<file path="src/rtl/core/upi_pkg.sv">
`default_nettype none
package upi_pkg;

  localparam int POS_W      = 32;
  localparam int HEAD_W     = 23;
  localparam int HACC_W     = 25;
  localparam int SPD_W      = 16;
  localparam int TRN_W      = 16;
  localparam int DT_W       = 16;
  localparam int TRIG_W     = 32;
  localparam int ZW         = 32;
  localparam int MUL_W      = 32;
  localparam int PROD_W     = 2 * MUL_W;
  localparam int DPOS_W     = 26;
  localparam int DHEAD_W    = 24;
  localparam int CNT_W      = 5;
  localparam int MAX_STEPS  = 24;
  localparam int CFG_IDX_W  = 4;
  localparam int CFG_DATA_W = 32;
  localparam int IN_W       = 32;
  localparam int OUT_W      = 120;

  localparam logic signed [HACC_W-1:0] PI_Q      = 25'sd3294199;
  localparam logic signed [HACC_W-1:0] HALF_PI_Q = 25'sd1647099;
  localparam logic signed [HACC_W-1:0] TWO_PI_Q  = 25'sd6588398;
  localparam logic signed [TRIG_W-1:0] CORDIC_K  = 32'sd652032875;

  localparam logic [DT_W-1:0]   STEP_TIME_RST  = 16'd3277;
  localparam logic [HEAD_W-1:0] START_HEAD_RST = 23'd1647099;

  localparam logic [CFG_IDX_W-1:0] REG_STEP_TIME  = 4'd0;
  localparam logic [CFG_IDX_W-1:0] REG_START_X    = 4'd1;
  localparam logic [CFG_IDX_W-1:0] REG_START_Y    = 4'd2;
  localparam logic [CFG_IDX_W-1:0] REG_START_HEAD = 4'd3;

  typedef struct packed {
    logic                     start;
    logic signed [HACC_W-1:0] angle;
  } cordic_req_t;

  typedef struct packed {
    logic                     done;
    logic signed [TRIG_W-1:0] cos_val;
    logic signed [TRIG_W-1:0] sin_val;
  } cordic_rsp_t;

  // atan(2^-i) in Q.28
  function automatic logic signed [ZW-1:0] atan_q28(input logic [CNT_W-1:0] i);
    logic signed [ZW-1:0] v;
    case (i)
      5'd0:    v = 32'sd210828714;
      5'd1:    v = 32'sd124459457;
      5'd2:    v = 32'sd65760960;
      5'd3:    v = 32'sd33381289;
      5'd4:    v = 32'sd16755422;
      5'd5:    v = 32'sd8385879;
      5'd6:    v = 32'sd4193963;
      5'd7:    v = 32'sd2097109;
      5'd8:    v = 32'sd1048571;
      5'd9:    v = 32'sd524287;
      5'd10:   v = 32'sd262144;
      5'd11:   v = 32'sd131072;
      5'd12:   v = 32'sd65536;
      5'd13:   v = 32'sd32768;
      5'd14:   v = 32'sd16384;
      5'd15:   v = 32'sd8192;
      5'd16:   v = 32'sd4096;
      5'd17:   v = 32'sd2048;
      5'd18:   v = 32'sd1024;
      5'd19:   v = 32'sd512;
      5'd20:   v = 32'sd256;
      5'd21:   v = 32'sd128;
      5'd22:   v = 32'sd64;
      5'd23:   v = 32'sd32;
      default: v = '0;
    endcase
    return v;
  endfunction

  // Q7.24 x Q1.30 -> Q9.16, round half up
  function automatic logic signed [DPOS_W-1:0] round_pos(input logic signed [PROD_W-1:0] p);
    logic signed [PROD_W-1:0] t;
    t = p + (64'sd1 <<< 37);
    return t[PROD_W-1:38];
  endfunction

  // Q3.28 -> Q3.20, round half up
  function automatic logic signed [DHEAD_W-1:0] round_head(input logic signed [MUL_W-1:0] p);
    logic signed [MUL_W-1:0] t;
    t = p + 32'sd128;
    return t[MUL_W-1:8];
  endfunction

  function automatic logic signed [POS_W-1:0] sat_add(input logic signed [POS_W-1:0] a,
                                                      input logic signed [DPOS_W-1:0] d);
    logic signed [POS_W:0] s;
    logic signed [POS_W-1:0] r;
    s = {a[POS_W-1], a} + {{(POS_W+1-DPOS_W){d[DPOS_W-1]}}, d};
    if (s[POS_W] != s[POS_W-1]) begin
      r = s[POS_W] ? {1'b1, {(POS_W-1){1'b0}}} : {1'b0, {(POS_W-1){1'b1}}};
    end else begin
      r = s[POS_W-1:0];
    end
    return r;
  endfunction

endpackage
`default_nettype wire

</file>
<file path="src/rtl/core/unicycle_pose_integrator_core.sv">
`default_nettype none
// Euler dead-reckoning pose integrator. Each input beat is one time step:
// x and y advance by speed*cos/sin(heading)*step_time using the heading from
// before the step, then the heading advances by turn_rate*step_time and wraps
// into [-pi, pi). Positions saturate. The first beat after reset loads the
// pose from the start registers; later start writes are ignored until reset.
// Each beat runs the iterative CORDIC, which does one rotation per clock,
// and passes four times through a single shared 32x32 multiplier (speed
// times step_time alongside the CORDIC, then the x, y and heading products),
// followed by up to three heading wrap steps. in_tready is high only when
// the sequencer is idle; one finished result may wait in the output register
// while the next beat is taken. cfg_ready is always high.
module unicycle_pose_integrator_core #(
  parameter int CORDIC_STEPS = 16
) (
  input  wire logic                             clk,
  input  wire logic                             rst_n,
  input  wire logic                             in_tvalid,
  output logic                                  in_tready,
  // [15:0] linear_speed, [31:16] turn_rate
  input  wire logic [upi_pkg::IN_W-1:0]         in_tdata,
  output logic                                  out_tvalid,
  input  wire logic                             out_tready,
  // [31:0] pose_x, [63:32] pose_y, [86:64] pose_heading,
  // [102:87] speed_echo, [118:103] turn_echo, [119] zero
  output logic [upi_pkg::OUT_W-1:0]             out_tdata,
  input  wire logic                             cfg_valid,
  output logic                                  cfg_ready,
  input  wire logic [upi_pkg::CFG_IDX_W-1:0]    cfg_index,
  input  wire logic [upi_pkg::CFG_DATA_W-1:0]   cfg_data
);

  localparam logic [3:0] S_IDLE   = 4'd0;
  localparam logic [3:0] S_LOAD   = 4'd1;
  localparam logic [3:0] S_WRAP   = 4'd2;
  localparam logic [3:0] S_CSTART = 4'd3;
  localparam logic [3:0] S_CWAIT  = 4'd4;
  localparam logic [3:0] S_MX     = 4'd5;
  localparam logic [3:0] S_MY     = 4'd6;
  localparam logic [3:0] S_MH     = 4'd7;
  localparam logic [3:0] S_HADD   = 4'd8;
  localparam logic [3:0] S_OUT    = 4'd9;

  logic [3:0] state_r, state_nxt;

  logic [upi_pkg::DT_W-1:0]           step_time_r;
  logic [upi_pkg::POS_W-1:0]          start_x_r, start_y_r;
  logic [upi_pkg::HEAD_W-1:0]         start_head_r;
  logic signed [upi_pkg::POS_W-1:0]   cur_x_r, cur_y_r;
  logic signed [upi_pkg::HACC_W-1:0]  cur_h_r;
  logic                               loaded_r, phase_r;
  logic [upi_pkg::SPD_W-1:0]          spd_r;
  logic [upi_pkg::TRN_W-1:0]          trn_r;
  logic signed [upi_pkg::MUL_W-1:0]   vdt_r;
  logic                               out_valid_r;
  logic [upi_pkg::OUT_W-1:0]          out_data_r;

  logic signed [upi_pkg::MUL_W-1:0]   mul_a, mul_b;
  logic signed [upi_pkg::PROD_W-1:0]  prod;
  logic signed [upi_pkg::DHEAD_W-1:0] dhead;
  upi_pkg::cordic_req_t               c_req;
  upi_pkg::cordic_rsp_t               c_rsp;

  logic in_fire, h_hi, h_lo, out_load;

  assign in_tready = (state_r == S_IDLE);
  assign in_fire   = in_tvalid && in_tready;
  assign cfg_ready = 1'b1;
  assign h_hi      = (cur_h_r >= upi_pkg::PI_Q);
  assign h_lo      = (cur_h_r < -upi_pkg::PI_Q);
  assign out_load  = (state_r == S_OUT) && (!out_valid_r || out_tready);
  assign dhead     = upi_pkg::round_head(prod[upi_pkg::MUL_W-1:0]);

  assign c_req.start = (state_r == S_CSTART);
  assign c_req.angle = cur_h_r;

  upi_cordic #(.STEPS(CORDIC_STEPS)) u_cordic (
    .clk   (clk),
    .rst_n (rst_n),
    .req   (c_req),
    .rsp   (c_rsp)
  );

  always_comb begin
    case (state_r)
      S_MX: begin
        mul_a = vdt_r;
        mul_b = c_rsp.cos_val;
      end
      S_MY: begin
        mul_a = vdt_r;
        mul_b = c_rsp.sin_val;
      end
      S_MH: begin
        mul_a = {{(upi_pkg::MUL_W-upi_pkg::TRN_W){trn_r[upi_pkg::TRN_W-1]}}, trn_r};
        mul_b = {{(upi_pkg::MUL_W-upi_pkg::DT_W){1'b0}}, step_time_r};
      end
      default: begin
        mul_a = {{(upi_pkg::MUL_W-upi_pkg::SPD_W){spd_r[upi_pkg::SPD_W-1]}}, spd_r};
        mul_b = {{(upi_pkg::MUL_W-upi_pkg::DT_W){1'b0}}, step_time_r};
      end
    endcase
  end

  upi_mul u_mul (
    .clk    (clk),
    .op_a   (mul_a),
    .op_b   (mul_b),
    .prod_r (prod)
  );

  always_comb begin
    state_nxt = state_r;
    case (state_r)
      S_IDLE:   if (in_fire) state_nxt = loaded_r ? S_CSTART : S_LOAD;
      S_LOAD:   state_nxt = S_WRAP;
      S_WRAP:   if (!h_hi && !h_lo) state_nxt = phase_r ? S_OUT : S_CSTART;
      S_CSTART: state_nxt = S_CWAIT;
      S_CWAIT:  if (c_rsp.done) state_nxt = S_MX;
      S_MX:     state_nxt = S_MY;
      S_MY:     state_nxt = S_MH;
      S_MH:     state_nxt = S_HADD;
      S_HADD:   state_nxt = S_WRAP;
      S_OUT:    if (out_load) state_nxt = S_IDLE;
      default:  state_nxt = S_IDLE;
    endcase
  end

  always_ff @(posedge clk) begin
    if (!rst_n) begin
      state_r      <= S_IDLE;
      loaded_r     <= 1'b0;
      phase_r      <= 1'b0;
      out_valid_r  <= 1'b0;
      step_time_r  <= upi_pkg::STEP_TIME_RST;
      start_x_r    <= '0;
      start_y_r    <= '0;
      start_head_r <= upi_pkg::START_HEAD_RST;
    end else begin
      state_r <= state_nxt;
      if (cfg_valid && cfg_ready) begin
        case (cfg_index)
          upi_pkg::REG_STEP_TIME:  step_time_r  <= cfg_data[upi_pkg::DT_W-1:0];
          upi_pkg::REG_START_X:    start_x_r    <= cfg_data[upi_pkg::POS_W-1:0];
          upi_pkg::REG_START_Y:    start_y_r    <= cfg_data[upi_pkg::POS_W-1:0];
          upi_pkg::REG_START_HEAD: start_head_r <= cfg_data[upi_pkg::HEAD_W-1:0];
          default: ;
        endcase
      end
      if (state_r == S_LOAD) begin
        loaded_r <= 1'b1;
        phase_r  <= 1'b0;
      end
      if (state_r == S_HADD) begin
        phase_r <= 1'b1;
      end
      if (out_load) begin
        out_valid_r <= 1'b1;
      end else if (out_tready) begin
        out_valid_r <= 1'b0;
      end
    end
  end

  always_ff @(posedge clk) begin
    if (in_fire) begin
      spd_r <= in_tdata[upi_pkg::SPD_W-1:0];
      trn_r <= in_tdata[upi_pkg::IN_W-1:upi_pkg::SPD_W];
    end
    case (state_r)
      S_LOAD: begin
        cur_x_r <= start_x_r;
        cur_y_r <= start_y_r;
        cur_h_r <= {{(upi_pkg::HACC_W-upi_pkg::HEAD_W){start_head_r[upi_pkg::HEAD_W-1]}},
                    start_head_r};
      end
      S_WRAP: begin
        if (h_hi) begin
          cur_h_r <= cur_h_r - upi_pkg::TWO_PI_Q;
        end else if (h_lo) begin
          cur_h_r <= cur_h_r + upi_pkg::TWO_PI_Q;
        end
      end
      S_CWAIT: vdt_r   <= prod[upi_pkg::MUL_W-1:0];
      S_MY:    cur_x_r <= upi_pkg::sat_add(cur_x_r, upi_pkg::round_pos(prod));
      S_MH:    cur_y_r <= upi_pkg::sat_add(cur_y_r, upi_pkg::round_pos(prod));
      S_HADD: begin
        cur_h_r <= cur_h_r +
                   $signed({{(upi_pkg::HACC_W-upi_pkg::DHEAD_W){dhead[upi_pkg::DHEAD_W-1]}},
                            dhead});
      end
      default: ;
    endcase
    if (out_load) begin
      out_data_r <= {1'b0, trn_r, spd_r, cur_h_r[upi_pkg::HEAD_W-1:0], cur_y_r, cur_x_r};
    end
  end

  assign out_tvalid = out_valid_r;
  assign out_tdata  = out_data_r;

endmodule
`default_nettype wire

</file>
<file path="src/rtl/core/upi_mul.sv">
`default_nettype none
module upi_mul (
  input  wire logic                               clk,
  input  wire logic signed [upi_pkg::MUL_W-1:0]   op_a,
  input  wire logic signed [upi_pkg::MUL_W-1:0]   op_b,
  output logic signed      [upi_pkg::PROD_W-1:0]  prod_r
);

  always_ff @(posedge clk) begin
    prod_r <= op_a * op_b;
  end

endmodule
`default_nettype wire

</file>
<file path="src/rtl/core/upi_cordic.sv">
`default_nettype none
module upi_cordic #(
  parameter int STEPS = 16
) (
  input  wire logic                 clk,
  input  wire logic                 rst_n,
  input  wire upi_pkg::cordic_req_t req,
  output upi_pkg::cordic_rsp_t      rsp
);

  localparam int NSTEP = (STEPS < upi_pkg::MAX_STEPS) ? STEPS : upi_pkg::MAX_STEPS;
  localparam logic [upi_pkg::CNT_W-1:0] LAST = upi_pkg::CNT_W'(NSTEP - 1);

  logic signed [upi_pkg::TRIG_W-1:0] x_r, y_r;
  logic signed [upi_pkg::ZW-1:0]     z_r;
  logic [upi_pkg::CNT_W-1:0]         i_r;
  logic                              busy_r, done_r, neg_r;

  logic signed [upi_pkg::HACC_W-1:0] fold_h;
  logic                              fold_neg;
  logic signed [upi_pkg::ZW-1:0]     z_init;
  logic signed [upi_pkg::TRIG_W-1:0] xs, ys;
  logic signed [upi_pkg::ZW-1:0]     atan_i;

  // bring angle into [-pi/2, pi/2], flip result signs
  always_comb begin
    fold_h   = req.angle;
    fold_neg = 1'b0;
    if (req.angle > upi_pkg::HALF_PI_Q) begin
      fold_h   = req.angle - upi_pkg::PI_Q;
      fold_neg = 1'b1;
    end else if (req.angle < -upi_pkg::HALF_PI_Q) begin
      fold_h   = req.angle + upi_pkg::PI_Q;
      fold_neg = 1'b1;
    end
  end

  assign z_init = {fold_h[upi_pkg::HEAD_W-1], fold_h[upi_pkg::HEAD_W-1:0], 8'b0};
  assign xs     = x_r >>> i_r;
  assign ys     = y_r >>> i_r;
  assign atan_i = upi_pkg::atan_q28(i_r);

  always_ff @(posedge clk) begin
    if (!rst_n) begin
      busy_r <= 1'b0;
      done_r <= 1'b0;
      i_r    <= '0;
    end else if (req.start) begin
      busy_r <= 1'b1;
      done_r <= 1'b0;
      i_r    <= '0;
    end else if (busy_r) begin
      if (i_r == LAST) begin
        busy_r <= 1'b0;
        done_r <= 1'b1;
      end else begin
        i_r <= i_r + 1'b1;
      end
    end
  end

  always_ff @(posedge clk) begin
    if (req.start) begin
      x_r   <= upi_pkg::CORDIC_K;
      y_r   <= '0;
      z_r   <= z_init;
      neg_r <= fold_neg;
    end else if (busy_r) begin
      if (z_r >= 0) begin
        x_r <= x_r - ys;
        y_r <= y_r + xs;
        z_r <= z_r - atan_i;
      end else begin
        x_r <= x_r + ys;
        y_r <= y_r - xs;
        z_r <= z_r + atan_i;
      end
    end
  end

  assign rsp.done    = done_r;
  assign rsp.cos_val = neg_r ? -x_r : x_r;
  assign rsp.sin_val = neg_r ? -y_r : y_r;

endmodule
`default_nettype wire

</file>
<file path="config.mk">
export PLATFORM = sky130hd
export DESIGN_NAME = unicycle_pose_integrator_core
export DESIGN_NICKNAME = d
export VERILOG_FILES = /design/src/rtl/core/upi_pkg.sv /design/src/rtl/core/unicycle_pose_integrator_core.sv /design/src/rtl/core/upi_mul.sv /design/src/rtl/core/upi_cordic.sv
export SDC_FILE = /design/constraint.sdc
export NUM_CORES = 2
export LEC_CHECK = 0
export BUFFER_PORTS_ARGS = -buffer_cell sky130_fd_sc_hd__buf_2
export CAP_MARGIN = 5
export CELL_PAD_IN_SITES_DETAIL_PLACEMENT = 0
export CELL_PAD_IN_SITES_GLOBAL_PLACEMENT = 1
export CORE_ASPECT_RATIO = 0.6
export CORE_UTILIZATION = 30
export CTS_CLUSTER_SIZE = 25
export DETAILED_ROUTE_END_ITERATION = 8
export PLACE_DENSITY_LB_ADDON = 0.1
export SYNTH_ARGS = -nofsm -noshare
export SYNTH_HDL_FRONTEND = slang
export SYNTH_SLANG_ARGS = --single-unit
</file>
<file path="constraint.sdc">
create_clock -name clk -period 14.6 [get_ports clk]
set_input_delay 2.19 -clock clk [delete_from_list [all_inputs] [get_ports clk]]
set_output_delay 2.19 -clock clk [all_outputs]
set_load 0.03 [all_outputs]
</file>
## Word-level counts from Yosys, hierarchy flattened

Memories as Yosys holds them, arrays and structs flattened. A register that Yosys moved wholly into a read port is not among the register bits.
Cells that the tools add are included.

- Bits in latches: 0
- RAM bits: 0
- Logic and storage cells: 136
- Bits in registers: 550
- Memories: 1
- Output and inout bits: 123
- Memory bits (read-only): 896

Memory list:

| name | words | bits a word | read ports | clocked after memory_dff | wr ports | RTL line | text |
|---|---|---|---|---|---|---|---|
| (name not given) | 32 | 28 | 1 | 1 | 0 | upi_pkg.sv:50 | `case (i)` |

- $add $sub $neg: 18
- Reductions and logical operators: 26
- Bitwise gates (word level): 2
- Magnitude comparators: 5
- Multiply operators: 1
- Muxes and demuxes: 37
- Shift-type cells: 2
- Divide/modulo/power cells: 0
- Equality and inequality tests: 20

Operator list:

| kind | count |
|---|---|
| 32-bit 2-to-1 mux | 11 |
| 32-bit one-hot mux with 2 select lines | 4 |
| 32-bit adder | 3 |
| 32-bit subtractor | 3 |
| 25-bit one-hot mux with 3 select lines | 1 |
| 32-bit by 26-bit adder with 33-bit output | 2 |
| 64-bit by 39-bit adder with 64-bit output (second input constant) | 1 |
| 32-bit by 32-bit multiplier with 64-bit output | 1 |
| 32-bit negation | 2 |
| 32-bit by 5-bit >>> shifter with 32-bit output | 2 |
| 25-bit 2-to-1 mux | 2 |
| 23-bit 2-to-1 mux | 2 |
| 4-bit one-hot mux with 9 select lines | 1 |
| 32-bit by 9-bit adder with 32-bit output (second input constant) | 1 |
| 32-bit by 1-bit >= comparator with 1-bit output (second input constant) | 1 |
| 25-bit by 24-bit adder with 25-bit output | 1 |
| 25-bit by 24-bit adder with 25-bit output (second input constant) | 1 |
| 25-bit by 23-bit >= comparator with 1-bit output (second input constant) | 1 |
| 25-bit by 22-bit > comparator with 1-bit output (second input constant) | 1 |
| 25-bit by 22-bit less-than comparator with 1-bit output (second input constant) | 1 |
| 25-bit by 23-bit less-than comparator with 1-bit output (second input constant) | 1 |
| 25-bit by 24-bit subtractor with 25-bit output (second input constant) | 1 |
| 23-bit adder (second input constant) | 1 |
| 23-bit subtractor (second input constant) | 1 |
| other kinds (24) | 65 |

## Longest topological paths before layout

- Depth after elaboration: 5
- Gate-level depth with buffers: 40
- Depth with buffers taken out: 36

## Hierarchy

From an unflattened synthesis, not the netlist that was laid out.

- Cells, all modules: 8429
- Area, all modules: 77599.4 um^2

Modules (own cells, without submodules):

| module | cells each | instances | area each (um^2) | sequential area each (um^2) |
|---|---|---|---|---|
| upi_mul | 3912 | 1 | 37260.7 | 1281.2 |
| unicycle_pose_integrator_core | 2223 | 1 | 21757.1 | 10369.9 |
| upi_cordic | 2294 | 1 | 18581.6 | 2892.8 |

## Worst setup path before layout

No wires, ideal clock.

- Path type: flip-flop to flip-flop
- Start: register u_cordic.y_r[8] (netlist bit)
- End: register u_mul.prod_r[63] (netlist bit)
- Stages on the path, launching flop included: 36
- Arrival time: 9590 ps
- Setup slack: 4889 ps
- Period minus slack after synthesis: 9711 ps
- Required time: 14479 ps
- Setup time: 121 ps
- Cell sequence: dfxtp_1 -> clkbuf_1 -> or4_1 -> nor4_1 -> nand3_1 -> or4_1 -> or2_2 -> o21ai_0 -> xor2_1 -> o22ai_1 -> clkbuf_1 -> nand2_1 -> fa_1 -> inv_1 -> fa_1 -> inv_1 -> fa_1 -> inv_1 -> fa_1 -> fa_1 -> fa_1 -> fa_1 -> inv_1 -> fa_1 -> inv_1 -> ha_1 -> clkbuf_1 -> nand3_1 -> or3_1 -> nor4_1 -> o2111ai_1 -> a2111oi_0 -> nor2_1 -> o311ai_0 -> a21oi_1 -> xnor2_1

- Word-level cells in the longest chain between the ends: 4

RTL lines:

| item | RTL line | text |
|---|---|---|
| from (decl) | upi_cordic.sv:14 | `logic signed [upi_pkg::TRIG_W-1:0] x_r, y_r;` |
| from (signal assigned) | upi_cordic.sv:71 | `y_r <= y_r + xs;` |
| from (signal assigned) | upi_cordic.sv:75 | `y_r <= y_r - xs;` |
| 32-bit negation | upi_cordic.sv:83 | `assign rsp.sin_val = neg_r ? -y_r : y_r;` |
| 32-bit 2-to-1 mux * | upi_cordic.sv:83 |  |
| 32-bit one-hot mux with 2 select lines * | unicycle_pose_integrator_core.sv:85 | `case (state_r)` |
| 32-bit by 32-bit multiplier with 64-bit output * | upi_mul.sv:10 | `prod_r <= op_a * op_b;` |
| to (signal assigned) | upi_mul.sv:10 |  |
| to (decl) | upi_mul.sv:6 | `output logic signed [upi_pkg::PROD_W-1:0] prod_r` |

Mark *: on every way between the ends. The rest lies on a longest branch, timed or not.
A chain may end at the register's enable or synchronous reset.

## Worst setup path in the final report

- Start: register u_cordic.y_r[2] (netlist bit)
- End: register u_mul.prod_r[63] (netlist bit)

Same word-level chain as after synthesis.

==> reports/qor.csv <==
metric,value,unit
Reg2Reg Depth,30,
reg2reg end,u_mul.prod_r[63]$_DFF_P_,
H-tree depth,3,
Synth Register Bits,573,
post-route ant nets,0,
CP arrival,13.37,ns
MaxCap Viol Count,0,
Syn Std Cell Area,0.0756,mm2
RSZ-0062 raised after global routing,no,
hpwl dp,255000,um
"commonest non-fill, non-tap cells in the layout","1202 x nand2_1, 1132 x inv_1, 1089 x fa_1",
first-pass GRT wire length,462000,um
Initial Utilization,30.2,%
clk buf depth,3,
grt ovf,0,
Critical-path top delay cell,o22a_2,
"most common cell after layout, fill and taps aside",nand2_1,
Port Buffers,193,
Worst Hold Path EP,vdt_r[1]$_DFFE_PP_,
violated checks,max-slew violations,
# setup viols final,0,
Worst path max stage delay,0.98,ns
residual DRC count,0,
postcts setup bufs,0,
"setup slack, reg-to-reg",1.78,ns
pin count of the biggest net entering global routing,82,
number of global-route vias before repair,60600,
Post-synth EDFFs,297,
share of layout cells above drive strength 1,8.97,%
routed len/inst,27.4,um
initial antenna violation count,18,
DR iter-0 viols,6700,
num rows,142,
slew at the pin closest to its max-slew limit,1.50,ns
I/O Pins,196,
min Tclk post-route,12.82,ns
Final nets,9908,
max-slew violations,3,
die height,391,um
Core Footprint,0.250,mm2
Max Freq,0.0780,GHz
Synth warnings,0,
CTS sink count,573,
skew final,0.0758,ns
post-CTS resize count,0,
"Top cell by count, worst path",fa_1,
hold slack,0.404,ns
Vias,61900,
CP Max Fanout,23,
post-route cell area,0.0833,mm2
CTS tree,built,
CP Capture Type,register,
Post-Synthesis Cells,8332,
die width,650,um
worst skew pair latency,0.73,ns
Max-slew headroom,-0.270,%
drt total wl,321000,um
"CTS clk-pin slew, worst paths",0.07,ns
syn_nets,9900,
share of the yosys chip area belonging to registers,19.1,%
Inserted Clock Buffers,71,
reg-to-reg startpoint,u_cordic.y_r[2]$_SDFFE_PP0P_,
critical path class,reg2reg,
Unique masters post-synth,110,
synthesis-to-finish area growth,10.2,%
vias per cell,5.29,
drt first pass iters,6,
"Cell Area, Placed",0.0807,mm2
status,"complete, but fails checks",
all-layer global routing usage,25.1,%
number of flip-flops in the largest register,119,
hold_buf cts,0,
Hold Startpoint,u_mul.prod_r[1]$_DFF_P_,
CTS root buffer,clkbuf_16,
syn_area_per_cell,9.08,um2
critical path launch point type,register,
final cycle utilization of the critical path,87.8,%
Final Hold Fails,0,
Post-synth top flop,edfxtp_1,
die area,0.254,mm2
WHS Path Cells,0,
type of the worst min-delay path,reg2reg,
TNS Setup,0,ns
async set-reset flop share out of synthesis,0,%
GPL Wtd Cong,0.917,
WP data required,15.15,ns
## cell usage after synthesis (all sizes together), types with 57 or more instances
master	number	area (um2)
buf	61	452
edfxtp	297	8920
xor2	197	1730
a21oi	314	1570
a211oi	59	448
nand2b	81	507
and2	70	438
nand2	1205	4530
xnor2	250	2190
clkbuf	385	1450
nor2	686	2580
fa	1089	21800
mux4	85	1920
mux2i	94	953
dfxtp	276	5530
nor3	92	480
inv	1134	4260
ha	406	5080
nand3	116	581
a21o	139	1040
o22ai	57	357
a21boi	95	713
o21ai	333	1670
## metal layers
metal	wire [um]	share of wire, %	GRT usage [%]	vias to the layer above
li1	-	-	-	27400
met1	168000	52	41.6	31700
met2	116000	36	31.6	2592
met3	31400	9.8	6.76	233
met4	5480	1.7	3.78	4
met5	132	0.041	0.340	-
## cells by family (layout without fill, tap and decap cells)
kind of cell	after synthesis	count (layout)	share of synthesized area, %
XOR/XNOR	448	448	5.21
multiplexers	199	199	4.09
buffers and inverters	1585	1652	8.16
flip-flops	573	573	19.1
other	2	9	0.00993
AND/OR/NAND/NOR	2540	2540	14.7
AO/OA/AOI/OAI	1434	1434	12.5
adder cells (fa/ha/maj)	1551	1551	36.3
## through the flow
step                      cells  util, %  worst slack (ns)
after floorplan            8332        -              4.89
after global placement    11600     32.3              2.38
after detailed placement  11600     32.3              2.27
after CTS                 11700     33.3              2.11
after global routing      11700     33.3              1.33
final                     11700     33.3              1.78
## worst max-delay path by stage
stage / endpoint / startpoint / cells after the start / slack [ns]
after floorplan: u_mul.prod_r[63]$_DFF_P_ / u_cordic.y_r[8]$_SDFFE_PP0P_ / 35 / 4.89
after CTS: u_mul.prod_r[63]$_DFF_P_ / u_cordic.y_r[2]$_SDFFE_PP0P_ / 30 / 2.11
after detailed placement: u_mul.prod_r[63]$_DFF_P_ / u_cordic.y_r[2]$_SDFFE_PP0P_ / 30 / 2.27
after global routing: u_mul.prod_r[63]$_DFF_P_ / u_cordic.y_r[2]$_SDFFE_PP0P_ / 30 / 1.33
final: u_mul.prod_r[63]$_DFF_P_ / u_cordic.y_r[2]$_SDFFE_PP0P_ / 30 / 1.78
after global placement: u_mul.prod_r[63]$_DFF_P_ / u_cordic.y_r[2]$_SDFFE_PP0P_ / 30 / 2.38
## critical path: cells and delay by family (launching register included)
kind / cells / cell delay [ns]
fa+ha+maj: 9 / 4.69
simple gates: 9 / 3.40
compound gates: 6 / 3.04
xor+xnor: 2 / 0.73
flops: 1 / 0.46
buf+inv: 4 / 0.23
## cell type report
class / instances / area, um2
Fill cell: 26000 / 167000
Multi-Input combinational cell: 6174 / 55500
Sequential cell: 573 / 14500
Inverter: 1139 / 4280
Tap cell: 3312 / 4140
Timing Repair Buffer: 381 / 2380
Clock buffer: 95 / 2070
Clock inverter: 37 / 522
Antenna cell: 7 / 17.5
Power is not shown: default switching activity piles up to over one toggle a cycle in this logic, so the estimate is an artifact.
